## src/design/renc_pkg.sv

```systemverilog
package renc_pkg;

  localparam int unsigned FreqW   = 16;
  localparam int unsigned CumW    = 16;
  localparam int unsigned WordW   = 16;
  localparam int unsigned CfgW    = 16;
  localparam int unsigned CfgIdxW = 1;
  localparam int unsigned StateW  = 32;
  localparam int unsigned ProdW   = StateW + CfgW;
  localparam int unsigned NextW   = ProdW + 1;

  localparam logic [StateW-1:0] InitState  = 32'd123;
  localparam logic [StateW-1:0] StateMax   = 32'hFFFF_FFFF;
  localparam logic [CfgW-1:0]   MinBase    = 16'd256;
  localparam logic [CfgW-1:0]   TotalReset = 16'hFFFF;
  localparam logic [CfgW-1:0]   BaseReset  = 16'hFFFF;

  // input queue between front and back
  localparam int unsigned QDepth = 2;
  localparam int unsigned QPtrW  = $clog2(QDepth);
  localparam int unsigned QCntW  = $clog2(QDepth + 1);

  // shared restoring divider, one quotient bit per cycle
  localparam int unsigned DivSteps = StateW;
  localparam int unsigned DivCntW  = $clog2(DivSteps);

  typedef enum logic [CfgIdxW-1:0] {
    CFG_TOTAL = 1'b0,
    CFG_BASE  = 1'b1
  } cfg_reg_e;

  typedef struct packed {
    logic [FreqW-1:0] freq;
    logic [CumW-1:0]  cum;
    logic             fin;
  } item_t;

  typedef struct packed {
    logic              start;
    logic [StateW-1:0] dividend;
    logic [FreqW-1:0]  divisor;
  } div_req_t;

  typedef struct packed {
    logic              done;
    logic [StateW-1:0] quotient;
    logic [FreqW-1:0]  remainder;
  } div_rsp_t;

  typedef enum logic [2:0] {
    ST_IDLE,
    ST_DIVF,
    ST_MUL,
    ST_CHK,
    ST_DIVB,
    ST_EMIT
  } back_state_e;

endpackage

```

## src/design/rans_encoder_step.sv

```systemverilog
// Channel  Direction  Handshake              Payload
// in       sink       in_valid_i/in_stall_o  symbol_frequency_i, symbol_cumulative_i,
//                                            final_symbol_i
// out      source     out_valid_o/out_stall_i code_word_o, last_word_o
// cfg      sink       cfg_valid_i/cfg_ready_o cfg_index_i, cfg_data_i
//
// A symbol runs through the 32-step shared divider computing state/frequency,
// then the multiply and the range check.
// Each normalization word adds a divide by base, an emit and a divide again by
// frequency; each flush word adds a divide by base and an emit.
// Reset loads the coder state with 123 and both registers with 65535.
// A two-symbol queue lets the input side accept symbols while the back end works;
// a stalled output holds the back end in its emit step only.
module rans_encoder_step (
  input  logic                         clk_i,
  input  logic                         rst_ni,
  // symbol input
  input  logic                         in_valid_i,
  output logic                         in_stall_o,
  input  logic [renc_pkg::FreqW-1:0]   symbol_frequency_i,
  input  logic [renc_pkg::CumW-1:0]    symbol_cumulative_i,
  input  logic                         final_symbol_i,
  // code word output
  output logic                         out_valid_o,
  input  logic                         out_stall_i,
  output logic [renc_pkg::WordW-1:0]   code_word_o,
  output logic                         last_word_o,
  // register writes
  input  logic                         cfg_valid_i,
  output logic                         cfg_ready_o,
  input  logic [renc_pkg::CfgIdxW-1:0] cfg_index_i,
  input  logic [renc_pkg::CfgW-1:0]    cfg_data_i
);
  import renc_pkg::*;

  logic [CfgW-1:0] total_q, total_d;
  logic [CfgW-1:0] base_q, base_d;
  logic [CfgW-1:0] base_eff;
  cfg_reg_e        cfg_reg;
  logic            item_valid;
  item_t           item;
  logic            item_pop;
  div_req_t        div_req;
  div_rsp_t        div_rsp;

  // Register writes are always taken; software must write only while idle, which the block does not enforce.
  assign cfg_ready_o = 1'b1;
  assign cfg_reg     = cfg_reg_e'(cfg_index_i);

  always_comb begin
    total_d = total_q;
    base_d  = base_q;
    if (cfg_valid_i) begin
      unique case (cfg_reg)
        CFG_TOTAL: total_d = cfg_data_i;
        CFG_BASE:  base_d  = cfg_data_i;
        default: ;
      endcase
    end
  end

  always_ff @(posedge clk_i or negedge rst_ni) begin
    if (!rst_ni) begin
      total_q <= TotalReset;
      base_q  <= BaseReset;
    end else begin
      total_q <= total_d;
      base_q  <= base_d;
    end
  end

  // Clamp the word radix to at least 256 so the divide by base always shrinks
  // the state fast enough.
  assign base_eff = (base_q < MinBase) ? MinBase : base_q;

  // Front: accept, patch a zero frequency, queue.
  renc_front u_front (
    .clk_i        (clk_i),
    .rst_ni       (rst_ni),
    .in_valid_i   (in_valid_i),
    .in_stall_o   (in_stall_o),
    .freq_i       (symbol_frequency_i),
    .cum_i        (symbol_cumulative_i),
    .fin_i        (final_symbol_i),
    .item_valid_o (item_valid),
    .item_o       (item),
    .item_pop_i   (item_pop)
  );

  // Back: encode step, renormalization and flush sequencer.
  renc_back u_back (
    .clk_i        (clk_i),
    .rst_ni       (rst_ni),
    .total_i      (total_q),
    .base_i       (base_eff),
    .item_valid_i (item_valid),
    .item_i       (item),
    .item_pop_o   (item_pop),
    .div_req_o    (div_req),
    .div_rsp_i    (div_rsp),
    .out_valid_o  (out_valid_o),
    .out_stall_i  (out_stall_i),
    .code_word_o  (code_word_o),
    .last_word_o  (last_word_o)
  );

  // Shared divider for both state/frequency and state/base.
  renc_div u_div (
    .clk_i  (clk_i),
    .rst_ni (rst_ni),
    .req_i  (div_req),
    .rsp_o  (div_rsp)
  );

endmodule

```

## src/design/renc_div.sv

```systemverilog
module renc_div (
  input  logic               clk_i,
  input  logic               rst_ni,
  input  renc_pkg::div_req_t req_i,
  output renc_pkg::div_rsp_t rsp_o
);
  import renc_pkg::*;

  logic               busy_q, busy_d;
  logic               done_q, done_d;
  logic [DivCntW-1:0] cnt_q, cnt_d;
  logic [StateW-1:0]  quo_q, quo_d;
  logic [FreqW-1:0]   rem_q, rem_d;
  logic [FreqW-1:0]   dvs_q, dvs_d;
  logic [FreqW:0]     trial;
  logic [FreqW:0]     diff;
  logic               ge;

  assign trial = {rem_q, quo_q[StateW-1]};
  assign diff  = trial - {1'b0, dvs_q};
  assign ge    = trial >= {1'b0, dvs_q};

  always_comb begin
    busy_d = busy_q;
    done_d = 1'b0;
    cnt_d  = cnt_q;
    quo_d  = quo_q;
    rem_d  = rem_q;
    dvs_d  = dvs_q;
    if (req_i.start) begin
      busy_d = 1'b1;
      cnt_d  = '0;
      quo_d  = req_i.dividend;
      rem_d  = '0;
      dvs_d  = req_i.divisor;
    end else if (busy_q) begin
      // shift in one dividend bit, subtract when it fits
      rem_d = ge ? diff[FreqW-1:0] : trial[FreqW-1:0];
      quo_d = {quo_q[StateW-2:0], ge};
      cnt_d = cnt_q + 1'b1;
      if (cnt_q == DivCntW'(DivSteps - 1)) begin
        busy_d = 1'b0;
        done_d = 1'b1;
      end
    end
  end

  always_ff @(posedge clk_i or negedge rst_ni) begin
    if (!rst_ni) begin
      busy_q <= 1'b0;
      done_q <= 1'b0;
      cnt_q  <= '0;
    end else begin
      busy_q <= busy_d;
      done_q <= done_d;
      cnt_q  <= cnt_d;
    end
  end

  always_ff @(posedge clk_i) begin
    quo_q <= quo_d;
    rem_q <= rem_d;
    dvs_q <= dvs_d;
  end

  assign rsp_o.done      = done_q;
  assign rsp_o.quotient  = quo_q;
  assign rsp_o.remainder = rem_q;

endmodule

```

## src/design/renc_front.sv

```systemverilog
module renc_front (
  input  logic                              clk_i,
  input  logic                              rst_ni,
  input  logic                              in_valid_i,
  output logic                              in_stall_o,
  input  logic [renc_pkg::FreqW-1:0]        freq_i,
  input  logic [renc_pkg::CumW-1:0]         cum_i,
  input  logic                              fin_i,
  output logic                              item_valid_o,
  output renc_pkg::item_t                   item_o,
  input  logic                              item_pop_i
);
  import renc_pkg::*;

  item_t            queue_q [QDepth];
  logic [QPtrW-1:0] wr_ptr_q, wr_ptr_d;
  logic [QPtrW-1:0] rd_ptr_q, rd_ptr_d;
  logic [QCntW-1:0] cnt_q, cnt_d;
  logic             push;
  logic             pop;
  item_t            item_in;

  assign in_stall_o   = (cnt_q == QCntW'(QDepth));
  assign push         = in_valid_i && !in_stall_o;
  assign item_valid_o = (cnt_q != '0);
  assign pop          = item_pop_i && item_valid_o;
  assign item_o       = queue_q[rd_ptr_q];

  // a zero frequency counts as one
  always_comb begin
    item_in.freq = (freq_i == '0) ? FreqW'(1) : freq_i;
    item_in.cum  = cum_i;
    item_in.fin  = fin_i;
  end

  always_comb begin
    wr_ptr_d = wr_ptr_q;
    rd_ptr_d = rd_ptr_q;
    cnt_d    = cnt_q;
    if (push) begin
      wr_ptr_d = (wr_ptr_q == QPtrW'(QDepth - 1)) ? '0 : wr_ptr_q + 1'b1;
    end
    if (pop) begin
      rd_ptr_d = (rd_ptr_q == QPtrW'(QDepth - 1)) ? '0 : rd_ptr_q + 1'b1;
    end
    if (push && !pop) begin
      cnt_d = cnt_q + 1'b1;
    end else if (pop && !push) begin
      cnt_d = cnt_q - 1'b1;
    end
  end

  always_ff @(posedge clk_i or negedge rst_ni) begin
    if (!rst_ni) begin
      wr_ptr_q <= '0;
      rd_ptr_q <= '0;
      cnt_q    <= '0;
    end else begin
      wr_ptr_q <= wr_ptr_d;
      rd_ptr_q <= rd_ptr_d;
      cnt_q    <= cnt_d;
    end
  end

  always_ff @(posedge clk_i) begin
    if (push) begin
      queue_q[wr_ptr_q] <= item_in;
    end
  end

endmodule

```

## src/design/renc_back.sv

```systemverilog
module renc_back (
  input  logic                       clk_i,
  input  logic                       rst_ni,
  input  logic [renc_pkg::CfgW-1:0]  total_i,
  input  logic [renc_pkg::CfgW-1:0]  base_i,
  input  logic                       item_valid_i,
  input  renc_pkg::item_t            item_i,
  output logic                       item_pop_o,
  output renc_pkg::div_req_t         div_req_o,
  input  renc_pkg::div_rsp_t         div_rsp_i,
  output logic                       out_valid_o,
  input  logic                       out_stall_i,
  output logic [renc_pkg::WordW-1:0] code_word_o,
  output logic                       last_word_o
);
  import renc_pkg::*;

  back_state_e       state_q, state_d;
  logic [StateW-1:0] s_q, s_d;
  logic [FreqW-1:0]  f_q, f_d;
  logic [CumW-1:0]   cum_q, cum_d;
  logic              fin_q, fin_d;
  logic              flush_q, flush_d;
  logic [StateW-1:0] quot_q, quot_d;
  logic [FreqW-1:0]  rem_q, rem_d;
  logic [ProdW-1:0]  prod_q, prod_d;
  logic [WordW-1:0]  word_q, word_d;
  logic              last_q, last_d;
  logic              out_valid_q, out_valid_d;
  logic [WordW-1:0]  out_word_q, out_word_d;
  logic              out_last_q, out_last_d;
  logic [NextW-1:0]  next_v;
  logic              over;
  logic              out_free;

  assign next_v   = NextW'(prod_q) + NextW'(rem_q) + NextW'(cum_q);
  assign over     = next_v > NextW'(StateMax);
  assign out_free = !out_valid_q || !out_stall_i;

  always_comb begin
    state_d = state_q;
    unique case (state_q)
      ST_IDLE: if (item_valid_i) state_d = ST_DIVF;
      ST_DIVF: if (div_rsp_i.done) state_d = ST_MUL;
      ST_MUL:  state_d = ST_CHK;
      ST_CHK: begin
        if (over) begin
          state_d = ST_DIVB;
        end else if (fin_q) begin
          state_d = (next_v == '0) ? ST_EMIT : ST_DIVB;
        end else begin
          state_d = ST_IDLE;
        end
      end
      ST_DIVB: if (div_rsp_i.done) state_d = ST_EMIT;
      ST_EMIT: begin
        if (out_free) begin
          if (!flush_q) begin
            state_d = ST_DIVF;
          end else begin
            state_d = last_q ? ST_IDLE : ST_DIVB;
          end
        end
      end
      default: state_d = ST_IDLE;
    endcase
  end

  always_comb begin
    s_d        = s_q;
    f_d        = f_q;
    cum_d      = cum_q;
    fin_d      = fin_q;
    flush_d    = flush_q;
    quot_d     = quot_q;
    rem_d      = rem_q;
    prod_d     = prod_q;
    word_d     = word_q;
    last_d     = last_q;
    out_word_d = out_word_q;
    out_last_d = out_last_q;
    item_pop_o = 1'b0;
    div_req_o.start    = 1'b0;
    div_req_o.dividend = s_q;
    div_req_o.divisor  = f_q;

    unique case (state_q)
      ST_IDLE: begin
        if (item_valid_i) begin
          item_pop_o         = 1'b1;
          f_d                = item_i.freq;
          cum_d              = item_i.cum;
          fin_d              = item_i.fin;
          flush_d            = 1'b0;
          div_req_o.start    = 1'b1;
          div_req_o.divisor  = item_i.freq;
        end
      end
      ST_DIVF: begin
        if (div_rsp_i.done) begin
          quot_d = div_rsp_i.quotient;
          rem_d  = div_rsp_i.remainder;
        end
      end
      ST_MUL: begin
        prod_d = ProdW'(total_i) * ProdW'(quot_q);
      end
      ST_CHK: begin
        if (over) begin
          div_req_o.start   = 1'b1;
          div_req_o.divisor = base_i;
        end else begin
          s_d = next_v[StateW-1:0];
          if (fin_q) begin
            flush_d = 1'b1;
            if (next_v == '0) begin
              // nothing left to flush: still mark the end of the message
              word_d = '0;
              last_d = 1'b1;
            end else begin
              div_req_o.start    = 1'b1;
              div_req_o.dividend = next_v[StateW-1:0];
              div_req_o.divisor  = base_i;
            end
          end
        end
      end
      ST_DIVB: begin
        if (div_rsp_i.done) begin
          s_d    = div_rsp_i.quotient;
          word_d = div_rsp_i.remainder;
          last_d = flush_q && (div_rsp_i.quotient == '0);
        end
      end
      ST_EMIT: begin
        if (out_free) begin
          out_word_d = word_q;
          out_last_d = last_q;
          if (!flush_q) begin
            div_req_o.start = 1'b1;
          end else if (last_q) begin
            s_d = InitState;
          end else begin
            div_req_o.start   = 1'b1;
            div_req_o.divisor = base_i;
          end
        end
      end
      default: ;
    endcase
  end

  always_comb begin
    out_valid_d = out_valid_q;
    if (state_q == ST_EMIT && out_free) begin
      out_valid_d = 1'b1;
    end else if (out_valid_q && !out_stall_i) begin
      out_valid_d = 1'b0;
    end
  end

  always_ff @(posedge clk_i or negedge rst_ni) begin
    if (!rst_ni) begin
      state_q     <= ST_IDLE;
      s_q         <= InitState;
      flush_q     <= 1'b0;
      out_valid_q <= 1'b0;
    end else begin
      state_q     <= state_d;
      s_q         <= s_d;
      flush_q     <= flush_d;
      out_valid_q <= out_valid_d;
    end
  end

  always_ff @(posedge clk_i) begin
    f_q        <= f_d;
    cum_q      <= cum_d;
    fin_q      <= fin_d;
    quot_q     <= quot_d;
    rem_q      <= rem_d;
    prod_q     <= prod_d;
    word_q     <= word_d;
    last_q     <= last_d;
    out_word_q <= out_word_d;
    out_last_q <= out_last_d;
  end

  assign out_valid_o = out_valid_q;
  assign code_word_o = out_word_q;
  assign last_word_o = out_last_q;

endmodule

```

## config.mk

```make
export PLATFORM = sky130hd
export DESIGN_NAME = rans_encoder_step
export DESIGN_NICKNAME = d
export VERILOG_FILES = /design/src/design/renc_pkg.sv /design/src/design/rans_encoder_step.sv /design/src/design/renc_div.sv /design/src/design/renc_front.sv /design/src/design/renc_back.sv
export SDC_FILE = /design/constraint.sdc
export NUM_CORES = 2
export LEC_CHECK = 0
export ABC_AREA = 1
export BUFFER_PORTS_ARGS = -buffer_cell sky130_fd_sc_hd__buf_2
export CORE_AREA = 10 10 245 247
export CTS_BUF_LIST = sky130_fd_sc_hd__clkbuf_4 sky130_fd_sc_hd__clkbuf_8
export DETAILED_ROUTE_END_ITERATION = 8
export DIE_AREA = 0 0 255 257
export PLACE_DENSITY_LB_ADDON = 0.3
export SYNTH_ARGS = -nofsm -noshare
export SYNTH_HDL_FRONTEND = slang
export SYNTH_SLANG_ARGS = --single-unit
```

## constraint.sdc

```tcl
create_clock -name clk_i -period 16.75 [get_ports clk_i]
set_input_delay 0 -clock clk_i [delete_from_list [all_inputs] [get_ports clk_i]]
set_output_delay 0 -clock clk_i [all_outputs]
set_load 0.01 [all_outputs]
```

==> results.tsv <==
stage	metric	value	unit
logic_synthesis	synthesized area	35990	um2
critical_path	WS Path Type	flop to flop	
detailed_routing	WL per Instance	19.50	um
final_layout	ratio of cells with drive above 1 in the final layout	6.971	%
clocking	Worst-path clk slew	70	ps
clocking	later-pin clock latency in the skew report	700	ps
final_layout	Antenna Cells	0	
detailed_routing	# DRC	0	
clocking	Sink Count	373	
global_route	vias in the first global route	30000	
hold_path	hold path cells	2	
logic_synthesis	EDFF count, synth	277	
logic_synthesis	YS warnings	0	
timing	Pins Over Slew Limit	0	
logic_synthesis	dominant synthesized flop cell	edfxtp_1	
global_route	largest net degree at the start of global routing	72	
floorplanning	die footprint	65540	um2
floorplanning	starting density of the core	65.58	%
logic_synthesis	sequential fraction of the synthesis area	29.70	%
clocking	root buffer cell	clkbuf_8	
critical_path	data arrival time of the critical path	7530	ps
floorplanning	core box area	54880	um2
logic_synthesis	Mapped Avg Cell Area	8.202	um2
detailed_routing	DR vias/cell	5.695	
placement	HPWL after DPL	75000	um
floorplanning	Horiz. Die Dim	255	um
timing	RSZ-0062 raised after global routing	false	
final_layout	Register Area	10690	um2
timing	setup_tns	0	ps
detailed_routing	router iterations before antenna repair	6	
timing	Slew @ Worst Pin	1136	ps
critical_path	worst reg2reg path depth	19	
detailed_routing	overall routed net length	100400	um
clocking	TritonCTS clock tree	done	
clocking	CTS buffer count	60	
timing	Slew HR	24.18	%
logic_synthesis	synth cell count leaders	nand2_1 (1279), inv_1 (964), fa_1 (436)	
logic_synthesis	cell count after synthesis	4388	
floorplanning	# rows	86	
logic_synthesis	post-synthesis cell type count	57	
global_route	initial antenna violation count	0	
logic_synthesis	Synthesized Nets	5034	
timing	Final Hold Fails	0	
clocking	H-tree Lvls	2	
detailed_routing	initial DRC count	3017	
global_route	first-pass GRT wire length	162900	um
placement	RD Place Congestion	1.005	
floorplanning	top-level port count	75	
logic_synthesis	Post-synth ARST share	21.45	%
global_route	GRT overflow	0	
timing	Fin Clk Skew	67.09	ps
floorplanning	die height	257	um
run	maxcap violations	0	
logic_synthesis	FF+latch count, synth	373	
detailed_routing	Vias	29337	
critical_path	Worst setup SP type	flop	
critical_path	critical path required time	17140	ps
timing	final setup fails	0	
logic_synthesis	Synth top area share	24.25	%
final_layout	Layout area overhead	7.037	%
final_layout	fin nets	5042	
placement	Port Buf Inserts	73	
hold_path	Hold Path Class	input pin to flop	
logic_synthesis	dominant cells by area after synthesis	fa_1 (24%), edfxtp_1 (23%), nand2_1 (13%)	
critical_path	Crit Path Max Fanout	33	
global_route	All-Layer GR Usage	31.65	%
run_status	outcome	complete, no violations	
timing	Tmin final	7144	ps
logic_synthesis	most common cell in the synthesized netlist	nand2_1	
timing	Max Clk Rate	140.0	MHz
logic_synthesis	area leader, netlist	fa_1	
clocking	Post-CTS Setup Bufs	0	
final_layout	area occupied by multi-input gates	20790	um2
detailed_routing	ANT nets after route	0	
timing	period utilization	42.65	%
clocking	clk buf depth	3	
critical_path	CP endpoint kind	flop	
final_layout	Fillers	4313	
stage by stage:
stage               setup WS [ps]  std cells  util, %  cell area (um2)  hold WS (ps)
finish                       9606       5151    70.19            38520         61.36
global route                 9264       5151    70.19            38520         50.67
CTS                          9690       5151    70.19            38520         18.08
detailed placement           9759       4984    66.66            36580        -51.54
global placement             9706       4984    66.66            36580        -50.49
floorplan                   10600       4388        -            35990        -295.6
area by class of cell:
type                    instances  area share (%)
well taps                     704           2.287
repair buffers                155           2.904
flip-flops and latches        373           27.75
inverters                     971           9.462
clock buffers                  96           3.089
clock inverters                17          0.5424
multi-input cells            2835           53.97
final timing paths:
kind / to / slack [ps] / from
worst max register to register: u_back.prod_q[31] / 9610 / total_q[3]
min in group asynchronous: u_back.s_q[6] / 400 / rst_ni
worst min register to register: u_back.code_word_o[5] / 420 / u_back.word_q[5]
worst max-delay path: u_back.prod_q[31] / 9610 / total_q[3]
max in group asynchronous: u_back.s_q[17] / 14830 / rst_ni
worst min-delay path: u_front.queue_q[1][10] / 60 / symbol_cumulative_i[9]
routing by layer:
layer	share of wire, %	GRT usage [%]	up-vias
li1	-	-	13351
met1	39	42.15	14115
met2	48	51.90	1606
met3	9.3	5.060	265
met4	3.7	10.96	0
met5	0	0	-
state kept, by name (all words and copies together) (netlist names), 2 cells and up:
signal and flops:
u_back.code_word_o 16, u_back.rem_q 16, u_back.prod_q 48, u_back.quot_q 32, u_back.word_q 16, u_div.quo_q 32
u_div.cnt_q 5, u_div.rem_q 16, u_back.state_q 3, total_q 16, u_back.cum_q 16, u_front.queue_q 66
base_q 16, u_back.f_q 16, u_back.s_q 32, u_front.cnt_q 2, u_div.dvs_q 16
cell families (layout without fill, tap and decap cells):
| family | count (synthesis) | after routing | synth area share, % |
|---|---|---|---|
| buf+inv | 1180 | 1239 | 12.64 |
| simple gates | 1806 | 1806 | 20.31 |
| flops | 373 | 373 | 29.70 |
| other cells | 1 | 1 | 0.01042 |
| fa+ha+maj | 591 | 591 | 29.64 |
| compound gates | 369 | 369 | 6.042 |
| xor+xnor | 68 | 68 | 1.655 |
cells in the final DEF, fill, tap and decap left out, types with 38 or more instances in the layout:
cell and n:
nand2_1 1279, inv_1 964, fa_1 436, edfxtp_1 277, nor2_1 221, nand3_1 186
ha_1 155, a21oi_1 127, o21ai_0 102, clkbuf_8 75, buf_2 72, a31oi_1 54
dlygate4sd3_1 54, dfrtp_1 42, xor2_1 41, dfstp_2 38
critical path: stages (launching register included):
cell,delay (ps)
dfstp_2,1050
nand2_1,170
fa_1,590
fa_1,450
fa_1,540
inv_1,50
ha_1,310
fa_1,540
inv_1,60
fa_1,540
inv_1,40
ha_1,380
nand2_1,120
o21ai_0,330
a21oi_1,210
o21ai_0,360
a21boi_0,260
o21ai_0,520
a21oi_1,160
xor2_1,170
what timing repair did:
| action | in CTS | in global routing |
|---|---|---|
| resized for setup | 0 | 0 |
| hold buffers | 54 | 0 |
| endpoints found under the hold margin | 149 | 0 |
Power is not shown: default switching activity piles up to over one toggle a cycle in this logic, so the estimate is an artifact.
